File: src/design/eta_pkg.sv
// ----------------------------------------------------------------------------
// eta_pkg
// Shared types, widths, register codes and saturation helpers for the
// eased tween animator.
// ----------------------------------------------------------------------------
package eta_pkg;

	// elapsed counter width
	localparam int TIME_BITS = 16;
	// fraction is unsigned Q0.16, one extra bit so that 1.0 is exact
	localparam int FRAC_BITS = 16;
	localparam int Q_BITS    = FRAC_BITS + 1;
	localparam int CNT_W     = $clog2(Q_BITS + 1);

	// shared multiplier operand and product widths
	localparam int MUL_A_W = 19;
	localparam int MUL_B_W = 18;
	localparam int MUL_P_W = MUL_A_W + MUL_B_W;

	// configuration register indexes
	typedef enum logic [2:0] {
		REG_DURATION   = 3'd0,
		REG_EASING     = 3'd1,
		REG_BACK_SPEED = 3'd2,
		REG_ANIM_MODE  = 3'd3,
		REG_START      = 3'd4,
		REG_END        = 3'd5,
		REG_SLIDE_PIX  = 3'd6,
		REG_SLIDE_FADE = 3'd7
	} cfg_reg_t;

	// easing codes
	localparam logic [1:0] EASE_LINEAR = 2'd0;
	localparam logic [1:0] EASE_OUT    = 2'd1;
	localparam logic [1:0] EASE_IN     = 2'd2;

	// animation kinds
	localparam logic [2:0] MODE_FADE        = 3'd0;
	localparam logic [2:0] MODE_SCALE       = 3'd1;
	localparam logic [2:0] MODE_SLIDE_LEFT  = 3'd2;
	localparam logic [2:0] MODE_SLIDE_RIGHT = 3'd3;
	localparam logic [2:0] MODE_SLIDE_UP    = 3'd4;
	localparam logic [2:0] MODE_SLIDE_DOWN  = 3'd5;

	// divider request
	typedef struct packed {
		logic                 start;
		logic [TIME_BITS-1:0] num;
		logic [15:0]          den;
	} div_req_t;

	function automatic logic signed [15:0] sat16(input logic signed [35:0] v);
		logic signed [15:0] r;
		if (v > 36'sd32767) r = 16'sh7fff;
		else if (v < -36'sd32768) r = 16'sh8000;
		else r = v[15:0];
		return r;
	endfunction

	function automatic logic signed [23:0] sat24(input logic signed [35:0] v);
		logic signed [23:0] r;
		if (v > 36'sd8388607) r = 24'sh7fffff;
		else if (v < -36'sd8388608) r = 24'sh800000;
		else r = v[23:0];
		return r;
	endfunction

endpackage

File: src/design/eta_divider.sv
// ----------------------------------------------------------------------------
// eta_divider
// Restoring divider, one quotient bit per cycle: (num << 16) / den for
// num <= den, giving an unsigned Q0.16 fraction with 1.0 exact.
// ----------------------------------------------------------------------------
module eta_divider
	import eta_pkg::*;
(
	input  logic              clk,
	input  logic              arst_n,
	input  div_req_t          req,
	output logic              done,
	output logic [Q_BITS-1:0] quot
);

	logic [CNT_W-1:0]  cnt_q;
	logic              done_q;
	logic [Q_BITS-1:0] rem_q;
	logic [Q_BITS-1:0] quot_q;
	logic [15:0]       den_q;

	logic              ge;
	logic [Q_BITS-1:0] rem_sub;
	logic [Q_BITS-1:0] rem_keep;

	always_comb begin
		ge       = rem_q >= {1'b0, den_q};
		rem_sub  = rem_q - {1'b0, den_q};
		rem_keep = ge ? rem_sub : rem_q;
	end

	always_ff @(posedge clk or negedge arst_n) begin
		if (!arst_n) begin
			cnt_q  <= '0;
			done_q <= 1'b0;
		end else if (req.start) begin
			cnt_q  <= CNT_W'(Q_BITS);
			done_q <= 1'b0;
		end else if (cnt_q != '0) begin
			cnt_q  <= cnt_q - 1'b1;
			done_q <= (cnt_q == CNT_W'(1));
		end else begin
			done_q <= 1'b0;
		end
	end

	// datapath, no reset
	always_ff @(posedge clk) begin
		if (req.start) begin
			rem_q  <= {1'b0, req.num};
			den_q  <= req.den;
			quot_q <= '0;
		end else if (cnt_q != '0) begin
			quot_q <= {quot_q[Q_BITS-2:0], ge};
			rem_q  <= {rem_keep[Q_BITS-2:0], 1'b0};
		end
	end

	assign done = done_q;
	assign quot = quot_q;

endmodule

File: src/design/eta_mul.sv
// ----------------------------------------------------------------------------
// eta_mul
// Shared signed multiplier with a registered product.
// ----------------------------------------------------------------------------
module eta_mul
	import eta_pkg::*;
(
	input  logic                      clk,
	input  logic signed [MUL_A_W-1:0] a,
	input  logic signed [MUL_B_W-1:0] b,
	output logic signed [MUL_P_W-1:0] prod
);

	logic signed [MUL_P_W-1:0] prod_q;

	always_ff @(posedge clk) begin
		prod_q <= MUL_P_W'(a) * MUL_P_W'(b);
	end

	assign prod = prod_q;

endmodule

File: src/design/eased_tween_animator_unit.sv
// ----------------------------------------------------------------------------
// eased_tween_animator_unit
// Tick-driven tween animator: advances or rewinds an elapsed counter, forms
// the Q0.16 fraction elapsed/duration, shapes it by an easing curve and
// drives a fade, a scale (with parent centering) or a one-axis slide.
// ----------------------------------------------------------------------------
//
//  channel | signals                                   | beat moves
//  --------+-------------------------------------------+---------------------
//  cfg     | cfg_we, cfg_index, cfg_data               | one register write
//  in      | in_valid/in_ready, delta_ms .. parent_*   | one time tick
//  out     | out_valid/out_ready, alpha_out .. active  | one tween result
//
// A tick runs through the 17-step restoring divider and passes through the
// one shared 19x18 multiplier under the sequencer; unused modes take the
// fewest passes and scale with a parent the most.
// Reset (arst_n low) restores the register defaults, clears elapsed time and
// sets alpha and scale to 1.0; there is no clearing pass.
// The result sits in an output register, so in_ready returns as soon as the
// result is loaded, even while out_ready holds it stalled.
// ----------------------------------------------------------------------------
module eased_tween_animator_unit
	import eta_pkg::*;
(
	input  logic               clk,
	input  logic               arst_n,
	// configuration
	input  logic               cfg_we,
	input  logic [2:0]         cfg_index,
	input  logic [15:0]        cfg_data,
	// tick input
	input  logic               in_valid,
	output logic               in_ready,
	input  logic [15:0]        delta_ms,
	input  logic               backward,
	input  logic               parent_present,
	input  logic [11:0]        parent_width,
	input  logic [11:0]        parent_height,
	// result output
	output logic               out_valid,
	input  logic               out_ready,
	output logic signed [15:0] alpha_out,
	output logic signed [15:0] scale_out,
	output logic signed [23:0] offset_x_out,
	output logic signed [23:0] offset_y_out,
	output logic               active
);

	// sequencer states, one-hot
	typedef enum logic [14:0] {
		S_IDLE   = 15'b000000000000001,
		S_TIME   = 15'b000000000000010, // delta * back_speed
		S_CLAMP  = 15'b000000000000100, // update elapsed, start divide
		S_DIV    = 15'b000000000001000,
		S_EASE   = 15'b000000000010000, // easing product
		S_MSEL   = 15'b000000000100000, // pick eased fraction, dispatch
		S_LERP   = 15'b000000001000000, // (end - start) * m
		S_LERPW  = 15'b000000010000000,
		S_OFFX   = 15'b000000100000000, // width * (256 - scale)
		S_OFFY   = 15'b000001000000000, // write x, height * (256 - scale)
		S_OFFW   = 15'b000010000000000, // write y
		S_SLIDE  = 15'b000100000000000, // (1 - m) * amount
		S_SLIDEW = 15'b001000000000000, // write axis, m * m
		S_FADEW  = 15'b010000000000000, // optional slide alpha
		S_OUT    = 15'b100000000000000
	} state_t;

	state_t state_q, state_d;

	// configuration registers
	logic [15:0]        duration_q;
	logic [1:0]         easing_q;
	logic [11:0]        back_speed_q;
	logic [2:0]         anim_mode_q;
	logic signed [15:0] start_q;
	logic signed [15:0] end_q;
	logic signed [12:0] slide_pix_q;
	logic               slide_fades_q;

	// animation state
	logic [TIME_BITS-1:0] elapsed_q;
	logic signed [15:0]   alpha_q;
	logic signed [15:0]   scale_q;
	logic signed [23:0]   offset_x_q;
	logic signed [23:0]   offset_y_q;

	// captured tick
	logic [15:0] delta_q;
	logic        backward_q;
	logic        parent_q;
	logic [11:0] pw_q;
	logic [11:0] ph_q;

	logic              active_q;
	logic [Q_BITS-1:0] m_q;

	// output register
	logic               out_valid_q;
	logic signed [15:0] alpha_o_q;
	logic signed [15:0] scale_o_q;
	logic signed [23:0] offx_o_q;
	logic signed [23:0] offy_o_q;
	logic               active_o_q;

	// shared units
	logic signed [MUL_A_W-1:0] mul_a;
	logic signed [MUL_B_W-1:0] mul_b;
	logic signed [MUL_P_W-1:0] prod;
	div_req_t                  div_req;
	logic                      div_done;
	logic [Q_BITS-1:0]         div_quot;

	// combinational helpers
	logic [19:0]          rewind;
	logic [15:0]          raw_back;
	logic [16:0]          raw_time;
	logic [TIME_BITS-1:0] elapsed_d;
	logic signed [16:0]   span;
	logic signed [16:0]   shrink;
	logic signed [13:0]   slide_amt;
	logic [Q_BITS-1:0]    m_rest;
	logic [17:0]          m_out_fac;
	logic                 in_beat;
	logic                 out_load;
	logic                 is_slide;

	assign in_beat  = in_valid && in_ready;
	assign out_load = (state_q == S_OUT) && (!out_valid_q || out_ready);
	assign is_slide = (anim_mode_q == MODE_SLIDE_LEFT) || (anim_mode_q == MODE_SLIDE_RIGHT) ||
		(anim_mode_q == MODE_SLIDE_UP) || (anim_mode_q == MODE_SLIDE_DOWN);

	// ------------------------------------------------------------------
	// elapsed update: advance by delta, or rewind by delta*speed (Q4.8),
	// then clamp into [0, duration]
	// ------------------------------------------------------------------
	always_comb begin
		rewind    = prod[27:8];
		raw_back  = (rewind > {4'b0, elapsed_q}) ? '0 : elapsed_q - rewind[15:0];
		raw_time  = backward_q ? {1'b0, raw_back} : ({1'b0, elapsed_q} + {1'b0, delta_q});
		elapsed_d = (raw_time > {1'b0, duration_q}) ? duration_q : raw_time[15:0];
	end

	// operand helpers
	always_comb begin
		span      = 17'(end_q) - 17'(start_q);
		shrink    = 17'sd256 - 17'(scale_q);
		// plus for left and up, minus for right and down
		slide_amt = ((anim_mode_q == MODE_SLIDE_LEFT) || (anim_mode_q == MODE_SLIDE_UP)) ?
			14'(slide_pix_q) : -14'(slide_pix_q);
		m_rest    = Q_BITS'(17'h10000) - m_q;
		m_out_fac = 18'h20000 - {1'b0, m_q};
	end

	// ------------------------------------------------------------------
	// multiplier operand select, product lands in the next cycle
	// ------------------------------------------------------------------
	always_comb begin
		mul_a = '0;
		mul_b = '0;
		unique case (state_q)
			S_TIME: begin
				mul_a = MUL_A_W'({1'b0, delta_q});
				mul_b = MUL_B_W'({1'b0, back_speed_q});
			end
			S_EASE: begin
				mul_a = (easing_q == EASE_OUT) ? MUL_A_W'({1'b0, m_out_fac}) :
					MUL_A_W'({1'b0, m_q});
				mul_b = MUL_B_W'({1'b0, m_q});
			end
			S_LERP: begin
				mul_a = MUL_A_W'(span);
				mul_b = MUL_B_W'({1'b0, m_q});
			end
			S_OFFX: begin
				mul_a = MUL_A_W'({1'b0, pw_q});
				mul_b = MUL_B_W'(shrink);
			end
			S_OFFY: begin
				mul_a = MUL_A_W'({1'b0, ph_q});
				mul_b = MUL_B_W'(shrink);
			end
			S_SLIDE: begin
				mul_a = MUL_A_W'(slide_amt);
				mul_b = MUL_B_W'({1'b0, m_rest});
			end
			S_SLIDEW: begin
				mul_a = MUL_A_W'({1'b0, m_q});
				mul_b = MUL_B_W'({1'b0, m_q});
			end
			default: begin
				mul_a = '0;
				mul_b = '0;
			end
		endcase
	end

	eta_mul u_mul (
		.clk  (clk),
		.a    (mul_a),
		.b    (mul_b),
		.prod (prod)
	);

	always_comb begin
		div_req.start = (state_q == S_CLAMP);
		div_req.num   = elapsed_d;
		div_req.den   = duration_q;
	end

	eta_divider u_div (
		.clk    (clk),
		.arst_n (arst_n),
		.req    (div_req),
		.done   (div_done),
		.quot   (div_quot)
	);

	// ------------------------------------------------------------------
	// sequencer
	// ------------------------------------------------------------------
	always_comb begin
		state_d = state_q;
		unique case (state_q)
			S_IDLE:   if (in_valid) state_d = S_TIME;
			S_TIME:   state_d = S_CLAMP;
			S_CLAMP:  state_d = S_DIV;
			S_DIV:    if (div_done) state_d = S_EASE;
			S_EASE:   state_d = S_MSEL;
			S_MSEL: begin
				if ((anim_mode_q == MODE_FADE) || (anim_mode_q == MODE_SCALE)) begin
					state_d = S_LERP;
				end else if (is_slide) begin
					state_d = S_SLIDE;
				end else begin
					state_d = S_OUT;
				end
			end
			S_LERP:   state_d = S_LERPW;
			S_LERPW: begin
				// center only a scale that has a parent; otherwise offsets hold
				if ((anim_mode_q == MODE_SCALE) && parent_q) state_d = S_OFFX;
				else state_d = S_OUT;
			end
			S_OFFX:   state_d = S_OFFY;
			S_OFFY:   state_d = S_OFFW;
			S_OFFW:   state_d = S_OUT;
			S_SLIDE:  state_d = S_SLIDEW;
			S_SLIDEW: state_d = S_FADEW;
			S_FADEW:  state_d = S_OUT;
			S_OUT:    if (out_load) state_d = S_IDLE;
			default:  state_d = S_IDLE;
		endcase
	end

	always_ff @(posedge clk or negedge arst_n) begin
		if (!arst_n) begin
			state_q <= S_IDLE;
		end else begin
			state_q <= state_d;
		end
	end

	assign in_ready = (state_q == S_IDLE);

	// ------------------------------------------------------------------
	// configuration: zero duration and zero speed writes are dropped
	// ------------------------------------------------------------------
	always_ff @(posedge clk or negedge arst_n) begin
		if (!arst_n) begin
			duration_q    <= 16'd1000;
			easing_q      <= EASE_LINEAR;
			back_speed_q  <= 12'd256;
			anim_mode_q   <= MODE_FADE;
			start_q       <= 16'sd0;
			end_q         <= 16'sd256;
			slide_pix_q   <= 13'sd0;
			slide_fades_q <= 1'b0;
		end else if (cfg_we) begin
			unique case (cfg_reg_t'(cfg_index))
				REG_DURATION:   if (cfg_data != '0) duration_q <= cfg_data;
				REG_EASING:     easing_q <= cfg_data[1:0];
				REG_BACK_SPEED: if (cfg_data[11:0] != '0) back_speed_q <= cfg_data[11:0];
				REG_ANIM_MODE:  anim_mode_q <= cfg_data[2:0];
				REG_START:      start_q <= cfg_data;
				REG_END:        end_q <= cfg_data;
				REG_SLIDE_PIX:  slide_pix_q <= cfg_data[12:0];
				REG_SLIDE_FADE: slide_fades_q <= cfg_data[0];
				default:        ;
			endcase
		end
	end

	// ------------------------------------------------------------------
	// animation state, written by the sequencer steps
	// ------------------------------------------------------------------
	always_ff @(posedge clk or negedge arst_n) begin
		if (!arst_n) begin
			elapsed_q  <= '0;
			alpha_q    <= 16'sd256;
			scale_q    <= 16'sd256;
			offset_x_q <= '0;
			offset_y_q <= '0;
		end else begin
			unique case (state_q)
				S_CLAMP: elapsed_q <= elapsed_d;
				S_LERPW: begin
					if (anim_mode_q == MODE_FADE) begin
						alpha_q <= sat16(36'($signed(prod[36:16])) + 36'(start_q));
					end else begin
						scale_q <= sat16(36'($signed(prod[36:16])) + 36'(start_q));
					end
				end
				S_OFFY: offset_x_q <= sat24($signed(prod[36:1]));
				S_OFFW: offset_y_q <= sat24($signed(prod[36:1]));
				S_SLIDEW: begin
					if ((anim_mode_q == MODE_SLIDE_LEFT) || (anim_mode_q == MODE_SLIDE_RIGHT)) begin
						offset_x_q <= sat24(36'($signed(prod[36:8])));
						offset_y_q <= '0;
					end else begin
						offset_x_q <= '0;
						offset_y_q <= sat24(36'($signed(prod[36:8])));
					end
				end
				// m*m / 2^24 is at most 256, no clipping needed
				S_FADEW: if (slide_fades_q) alpha_q <= {3'b0, prod[36:24]};
				default: ;
			endcase
		end
	end

	// tick capture and working fraction, no reset
	always_ff @(posedge clk) begin
		if (in_beat) begin
			delta_q    <= delta_ms;
			backward_q <= backward;
			parent_q   <= parent_present;
			pw_q       <= parent_width;
			ph_q       <= parent_height;
		end
		if (state_q == S_CLAMP) begin
			active_q <= backward_q ? (elapsed_d != '0) : (elapsed_d < duration_q);
		end
		if ((state_q == S_DIV) && div_done) begin
			m_q <= div_quot;
		end
		// ease out and ease in take the upper half of the product
		if ((state_q == S_MSEL) && ((easing_q == EASE_OUT) || (easing_q == EASE_IN))) begin
			m_q <= prod[32:16];
		end
	end

	// ------------------------------------------------------------------
	// output register: load in S_OUT, hold while stalled
	// ------------------------------------------------------------------
	always_ff @(posedge clk or negedge arst_n) begin
		if (!arst_n) begin
			out_valid_q <= 1'b0;
		end else if (out_load) begin
			out_valid_q <= 1'b1;
		end else if (out_ready) begin
			out_valid_q <= 1'b0;
		end
	end

	always_ff @(posedge clk) begin
		if (out_load) begin
			alpha_o_q  <= alpha_q;
			scale_o_q  <= scale_q;
			offx_o_q   <= offset_x_q;
			offy_o_q   <= offset_y_q;
			active_o_q <= active_q;
		end
	end

	assign out_valid    = out_valid_q;
	assign alpha_out    = alpha_o_q;
	assign scale_out    = scale_o_q;
	assign offset_x_out = offx_o_q;
	assign offset_y_out = offy_o_q;
	assign active       = active_o_q;

endmodule

File: config.mk
export PLATFORM = sky130hd
export DESIGN_NAME = eased_tween_animator_unit
export DESIGN_NICKNAME = d
export VERILOG_FILES = /design/src/design/eta_pkg.sv /design/src/design/eta_divider.sv /design/src/design/eta_mul.sv /design/src/design/eased_tween_animator_unit.sv
export SDC_FILE = /design/constraint.sdc
export NUM_CORES = 2
export LEC_CHECK = 0
export BUFFER_PORTS_ARGS = -buffer_cell sky130_fd_sc_hd__buf_2
export CORE_ASPECT_RATIO = 0.9
export CORE_MARGIN = 1
export CORE_UTILIZATION = 58
export DETAILED_ROUTE_END_ITERATION = 16
export PLACE_DENSITY = 0.79
export SYNTH_ARGS = -nofsm -noshare
export SYNTH_HDL_FRONTEND = slang
export SYNTH_SLANG_ARGS = --single-unit
File: constraint.sdc
create_clock -name clk -period 9.3 [get_ports clk]
set_clock_uncertainty 0.15 [all_clocks]
set_input_delay 0.465 -clock clk [delete_from_list [all_inputs] [get_ports clk]]
set_output_delay 0.465 -clock clk [all_outputs]
set_load 0.02 [all_outputs]
* Word-level counts from Yosys, hierarchy flattened
Cells that the tools add are included.
** Storage, ports and cells
- Output and inout port bits :: 83
- Word-level logic and storage cells :: 169
- Register bits after elaboration :: 425
** Operators by class
- Bitwise gates (word level) :: 1
- Reduce and logical (&&, ||, !) cells :: 39
- Multipliers :: 1
- $lt $le $gt $ge :: 10
- Equality and inequality tests :: 35
- Multiplexer cells :: 39
- Add/subtract/negate cells :: 10
** Operators by type and width (count)
- one-hot mux 15 bit (14 select lines) :: 1
- two-way mux 16 bit :: 9
- two-way mux 24 bit :: 6
- one-hot mux 19 bit (7 select lines) :: 1
- one-hot mux 24 bit (2 select lines) :: 2
- two-way mux 15 bit :: 6
- one-hot mux 18 bit (4 select lines) :: 1
- two-way mux 17 bit :: 3
- multiplier 19 x 18 -> 37 bit :: 1
- greater-than comparator 36 x 24 -> 1 bit (second input constant) :: 1
- less-than comparator 36 x 24 -> 1 bit (second input constant) :: 1
- one-hot mux 16 bit (2 select lines) :: 1
- nonzero test 16 bit :: 2
- subtractor 16 bit :: 2
- greater-than comparator 29 x 24 -> 1 bit (second input constant) :: 1
- less-than comparator 29 x 24 -> 1 bit (second input constant) :: 1
- adder 21 x 16 -> 22 bit :: 1
- greater-than comparator 22 x 16 -> 1 bit (second input constant) :: 1
- less-than comparator 22 x 16 -> 1 bit (second input constant) :: 1
- greater-than comparator 20 x 16 -> 1 bit :: 1
- equality test 3 bit (second input constant) :: 6
- two-way mux 18 bit :: 1
- subtractor 18 x 17 -> 18 bit (first input constant) :: 1
- adder 16 x 16 -> 17 bit :: 1
- 45 further kinds :: 83

* Longest topological paths before layout
- Depth after elaboration :: 7
- Gate-level depth with buffers :: 39
- Mapped depth without buffers :: 38

* Cells and area by module
From an unflattened synthesis, not the netlist that was laid out.
** Unflattened totals
- Cells, all modules :: 3763
- Area total of the unflattened synthesis :: 36103.4 µm²
** By module, submodules not included
- eased_tween_animator_unit :: cells an instance 1963, area an instance 19284.7 µm², times used 1
- eta_mul :: cells an instance 1461, area an instance 13530.5 µm², times used 1
- eta_divider :: cells an instance 339, area an instance 3288.2 µm², times used 1

* Worst setup path after synthesis
Ideal clock, no wire load.
- Kind :: flip-flop to flip-flop
- Start point :: register m_q[1]
- End point :: register u_mul.prod_q[34] (netlist: u_mul.prod[34])
- Buffers on the path :: 2
- Period minus slack after synthesis :: 9590 ps
- Cell stages (with the launch flop) :: 35
- Data arrival time :: 9368 ps
- Slack :: -290 ps
- Path through :: edfxtp_1 -> inv_1 -> ha_1 -> or3b_4 -> or4b_4 -> or3_1 -> buf_2 -> or3_4 -> or3_4 -> nor3_2 -> xnor2_1 -> nor2_1 -> a211oi_2 -> buf_6 -> nor2_1 -> fa_1 -> fa_1 -> fa_1 -> fa_1 -> fa_1 -> inv_1 -> fa_1 -> inv_1 -> ha_1 -> a21oi_1 -> a21oi_1 -> or2_2 -> or3_1 -> a31oi_1 -> o31a_1 -> nor2b_1 -> o41a_1 -> a41oi_1 -> nor2b_1 -> xnor2_1
** On the way
- Word-level cells in the longest chain between the ends :: 4
- Elaborated cells on any way between the ends :: 6
- Classes of those cells :: add/sub (2); mul (1); mux (3)
** Ends and longest elaborated chain
- start, declared :: line eased_tween_animator_unit.sv:95 : logic [Q_BITS-1:0] m_q;
- start signal, assigned :: line eased_tween_animator_unit.sv:344 : m_q <= div_quot;
- start signal, assigned :: line eased_tween_animator_unit.sv:348 : m_q <= prod[32:16];
- subtractor 18 x 17 -> 18 bit :: line eased_tween_animator_unit.sv:151 : m_out_fac = 18'h20000 - {1'b0, m_q};
- two-way mux 18 bit :: line eased_tween_animator_unit.sv:166 : mul_a = (easing_q == EASE_OUT) ? MUL_A_W'({1'b0, m_out_fac}) :
- one-hot mux 19 bit (7 select lines) :: line eased_tween_animator_unit.sv:160 : unique case (state_q)
- multiplier 19 x 18 -> 37 bit (*) :: line eta_mul.sv:17 : prod_q <= MUL_P_W'(a) * MUL_P_W'(b);
- end signal, assigned :: line eta_mul.sv:17
- end, declared :: line eta_mul.sv:14 : logic signed [MUL_P_W-1:0] prod_q;
Every way passes the cells marked *; elsewhere a longest branch is shown, timed or not.
A chain may end at the register's enable or synchronous reset.

* Final worst setup path
- Start point :: register state_q[0]
- End point :: register u_mul.prod_q[35] (netlist: u_mul.prod[35])
** On the way
- Word-level cells in the longest chain between the ends :: 4
- Elaborated cells on any way between the ends :: 12
- Classes of those cells :: mul (1); eq/ne (7); mux (2); reduce/logical (2)
** Ends and longest elaborated chain
- start, declared :: line eased_tween_animator_unit.sv:68 : state_t state_q, state_d;
- start signal, assigned :: line eased_tween_animator_unit.sv:259 : state_q <= state_d;
- equality test 15 x 13 -> 1 bit (tied with other cells) :: line eased_tween_animator_unit.sv:160
- OR reduction 3 bit (no line) / OR reduction 2 bit (equally long branches)
- one-hot mux 18 bit (4 select lines) :: line eased_tween_animator_unit.sv:160
- multiplier 19 x 18 -> 37 bit (*) :: line eta_mul.sv:17
Marked as above.

==> metrics.txt <==
# TYPE chip_impl_metric gauge
chip_impl_info{name="outcome",value="finished, final reports clean"} 1
chip_impl_metric{name="pwr-share-comb",unit="%"} 48.5
chip_impl_metric{name="synthCells",unit=""} 3653
chip_impl_metric{name="fin_crit_period",unit="ns"} 9.27
chip_impl_metric{name="ctsLongestPathBuffers",unit=""} 3
chip_impl_metric{name="yosysWarnings",unit=""} 0
chip_impl_metric{name="cts.sinks",unit=""} 424
chip_impl_metric{name="p_leak",unit="nW"} 18.7
chip_impl_metric{name="switching_power",unit="mW"} 3.86
chip_impl_metric{name="grt_pass1_wl",unit="um"} 167000
chip_impl_metric{name="power.internal",unit="mW"} 5.10
chip_impl_info{name="highest_count_cells_in_the_layout_ignoring_fill_and_taps",value="sky130_fd_sc_hd__inv_1, sky130_fd_sc_hd__fa_1, sky130_fd_sc_hd__nand2_1, sky130_fd_sc_hd__nor2_1, sky130_fd_sc_hd__ha_1"} 1
chip_impl_metric{name="drt_first_pass_iters",unit=""} 8
chip_impl_metric{name="yosys.cell_types.count",unit=""} 81
chip_impl_metric{name="grt_antenna_before_repair",unit=""} 5
chip_impl_info{name="reg2reg_from",value="state_q[0]"} 1
chip_impl_metric{name="dr_drc_count",unit=""} 0
chip_impl_metric{name="grt_start_max_net_pins",unit=""} 75
chip_impl_info{name="clock_tree_from_tritoncts",value="yes"} 1
chip_impl_metric{name="netlist_area",unit="mm^2"} 0.0352
chip_impl_info{name="mostFrequentLayoutCell",value="sky130_fd_sc_hd__inv_1"} 1
chip_impl_metric{name="worst_slew_margin_rel",unit="%"} 17.7
chip_impl_metric{name="maxClockFrequency",unit="MHz"} 108
chip_impl_metric{name="critical-path-max-stage-delay",unit="ns"} 0.74
chip_impl_metric{name="gp_congestion",unit=""} 1.01
chip_impl_metric{name="synth_edf_count",unit=""} 173
chip_impl_metric{name="power.share.clock",unit="%"} 21.0
chip_impl_metric{name="nets",unit=""} 4645
chip_impl_metric{name="syn_to_final_growth",unit="%"} 15.5
chip_impl_metric{name="drive_gt1_share",unit="%"} 16.5
chip_impl_metric{name="die_width",unit="um"} 262
chip_impl_metric{name="r2r_setup_slack",unit="ns"} 0.03
chip_impl_info{name="critical_path.reg2reg.endpoint",value="u_mul.prod[35]"} 1
chip_impl_metric{name="wire_per_inst",unit="um"} 22.9
chip_impl_metric{name="reg2reg_depth",unit=""} 36
chip_impl_metric{name="drt_iter0_markers",unit=""} 3526
chip_impl_metric{name="io_buffers",unit=""} 148
chip_impl_metric{name="timing.critical_path.arrival",unit="ns"} 9.65
chip_impl_metric{name="grt_remaining_overflow",unit=""} 0
chip_impl_metric{name="finalHoldViolCount",unit=""} 0
chip_impl_info{name="cts_root_buf",value="sky130_fd_sc_hd__clkbuf_16"} 1
chip_impl_metric{name="avg_inst_size_synth",unit="um^2"} 9.65
chip_impl_info{name="ys_dominant_reg_cell",value="sky130_fd_sc_hd__dfrtp_1"} 1
chip_impl_info{name="rsz0062_at_grt",value="yes"} 1
chip_impl_info{name="crit_type",value="flop to flop"} 1
chip_impl_metric{name="die_y",unit="um"} 236
chip_impl_metric{name="gr-usage-all-layers",unit="%"} 36.1
chip_impl_metric{name="finalSetupViolCount",unit=""} 0
chip_impl_metric{name="route.final.wire_length",unit="um"} 110000
chip_impl_metric{name="clk_latency",unit="ns"} 0.60
chip_impl_metric{name="initial_core_util",unit="%"} 58.7
chip_impl_metric{name="fp-row-count",unit=""} 85
chip_impl_metric{name="slew_viol_final",unit=""} 0
chip_impl_metric{name="routed-via-count",unit=""} 29100
chip_impl_metric{name="worstPathMaxFanout",unit=""} 9
chip_impl_metric{name="fp.coreArea",unit="mm^2"} 0.0600
chip_impl_metric{name="die-area",unit="mm^2"} 0.0617
chip_impl_metric{name="clock_edge_transition_at_the_registers_on_the_reported_setup_and_hold_paths",unit="ns"} 0.07
chip_impl_metric{name="antenna_violating_nets_post_route",unit=""} 0
chip_impl_metric{name="postSynthNetCount",unit=""} 4305
chip_impl_metric{name="seqPwrFrac",unit="%"} 30.5
chip_impl_metric{name="first_global_vias",unit=""} 28200
chip_impl_metric{name="power.density_cell_area",unit="mW/mm^2"} 220
chip_impl_info{name="hold_end",value="start_q[12]"} 1
chip_impl_metric{name="tritoncts.num_buffers",unit=""} 44
chip_impl_metric{name="finalCritPeriodShare",unit="%"} 99.7
chip_impl_metric{name="worst_hold_path.num_cells",unit=""} 3
chip_impl_info{name="cp_slowest_cell",value="sky130_fd_sc_hd__nor2_1"} 1
chip_impl_metric{name="worst_max_slew_pin_slew",unit="ns"} 1.23
chip_impl_metric{name="dp.cells",unit=""} 4668
chip_impl_metric{name="hpwl",unit="um"} 85700
chip_impl_metric{name="postSynth.asyncResetShare",unit="%"} 46.5
chip_impl_metric{name="pin_count",unit=""} 149
chip_impl_metric{name="cp.required",unit="ns"} 9.68
chip_impl_metric{name="p_sw_share",unit="%"} 43.1
chip_impl_metric{name="htree_num_levels",unit=""} 2
chip_impl_metric{name="layout.cells.non_filler",unit=""} 4812
chip_impl_info{name="hold_path_origin",value="cfg_data[12]"} 1
chip_impl_metric{name="vdd_drop_max",unit="uV"} 177
chip_impl_info{name="end_kind",value="flop"} 1
chip_impl_info{name="worst_hold_path_type",value="input port to flop"} 1
chip_impl_metric{name="vias_per_cell",unit=""} 6.04
chip_impl_metric{name="yosys_register_bits",unit=""} 424
chip_impl_info{name="critical-path-top-cell-by-count",value="sky130_fd_sc_hd__fa_1"} 1
chip_impl_metric{name="num_antenna_cells",unit=""} 0
chip_impl_metric{name="dpl_worst_slack",unit="ns"} -0.107
chip_impl_info{name="worst_setup_path_start_kind",value="flop"} 1
chip_impl_metric{name="ys_seq_area_share",unit="%"} 31.8
chip_impl_metric{name="drv.max_cap_violation_count",unit=""} 0
chip_impl_metric{name="fin_worst_setup_slack",unit="ns"} 0.0324
[Yosys cell counts (all sizes together) (12+ instances only)]
cell	instances	area, um^2
a21oi	194	975
or3	20	135
o21a	58	435
xor2	44	385
dfrtp	186	4650
nor4	24	150
ha	236	2950
or2	16	100
nor2	328	1230
edfxtp	173	5190
buf	18	88.8
o31ai	13	97.6
nand4	27	169
mux2i	18	180
and3	12	75.1
a211oi	43	328
dfxtp	54	1080
nor2b	35	219
mux2	82	923
o21bai	14	105
a21o	39	293
clkbuf	111	417
nand2	328	1230
o21ai	198	991
o211ai	60	450
nor3	54	280
xnor2	83	727
nor3b	13	97.6
nand3	30	150
inv	574	2150
a31oi	14	87.6
and2	19	119
fa	350	7010
nand2b	33	206
[cells by family after synthesis]
family | after synthesis | share of synthesized area, %
compound gates | 740 | 13.4
buf+inv | 704 | 7.56
fa+ha+maj | 586 | 28.3
flops | 424 | 31.8
xor+xnor | 127 | 3.16
mux | 100 | 3.13
simple gates | 972 | 12.6
[through the flow]
step           utilization (%)  power (mW)  cell area (um^2)  hold WS (ns)  setup TNS [ns]
2_1_floorplan                -        5.55             35300        0.0194               0
3_5_place_dp              63.8        6.87             38200         0.256          -0.253
5_1_grt                   67.9        9.53             40700        0.0615          -0.799
6_report                  67.9        8.96             40700        0.0593               0
4_1_cts                   67.1        8.77             40300        0.0557               0
3_3_place_gp              63.8        6.77             38200         0.251          -0.132
[cell type report]
class                      instances  area [um^2]
clock buffer                      51         1160
clock inverter                    31          363
fill                            4624        19300
inverter                         575         2160
multi-input combinational       2525        21800
sequential                       424        11200
tap                              783          980
timing repair buffer             423         2980
[state kept, by name (all words and copies together), names as in the netlist, 17 cells and up]
name,flops
u_mul.prod,36
u_div.quot,17
offset_x_out,24
u_div.rem_q,17
offset_y_out,24
m_q,17
offset_x_q,24
offset_y_q,24
[worst max-delay path by stage]
stage,from,endpoint,slack (ns)
after floorplan,m_q[1],u_mul.prod[34],0.02
after global placement,m_q[1],u_mul.prod[34],-0.06
after detailed placement,m_q[1],u_mul.prod[35],-0.11
after CTS,m_q[1],u_mul.prod[34],0.003
after global routing,m_q[1],u_mul.prod[35],-0.29
final,state_q[0],u_mul.prod[35],0.03
[worst max-delay path: cells and delay by family, from the launching register on]
family	cells	cell delay, ns
buffers and inverters	8	1.00
XOR/XNOR	1	0.14
AND/OR/NAND/NOR	10	1.95
adder cells (fa/ha/maj)	7	3.36
AO/OA/AOI/OAI	10	2.00
flip-flops	1	0.56
[repair_timing]
item,CTS,global route
pin swaps,6,25
setup endpoints to repair,3,12
resized for setup,11,73
buffers inserted,4,15
hold endpoints to repair,106,0
hold buffers,43,0
[metal layers]
| layer | part of all wire, % | vias up | track usage [%] |
|---|---|---|---|
| met2 | 40 | 1766 | 49.1 |
| met3 | 14 | 311 | 12.6 |
| met1 | 41 | 14000 | 52.1 |
| li1 | - | 12900 | - |
| met5 | 0.073 | - | 0 |
| met4 | 4.6 | 8 | 14.6 |
[power groups by stage]
stage	logic [mW]	registers, mW	clock network [mW]
after floorplan	3.03	2.51	0
after global placement	4.05	2.72	0
after detailed placement	4.14	2.73	0
after CTS	4.19	2.70	1.88
after global routing	4.82	2.75	1.96
final	4.34	2.73	1.88
No activity file was read; power rests on OpenSTA's default activity.
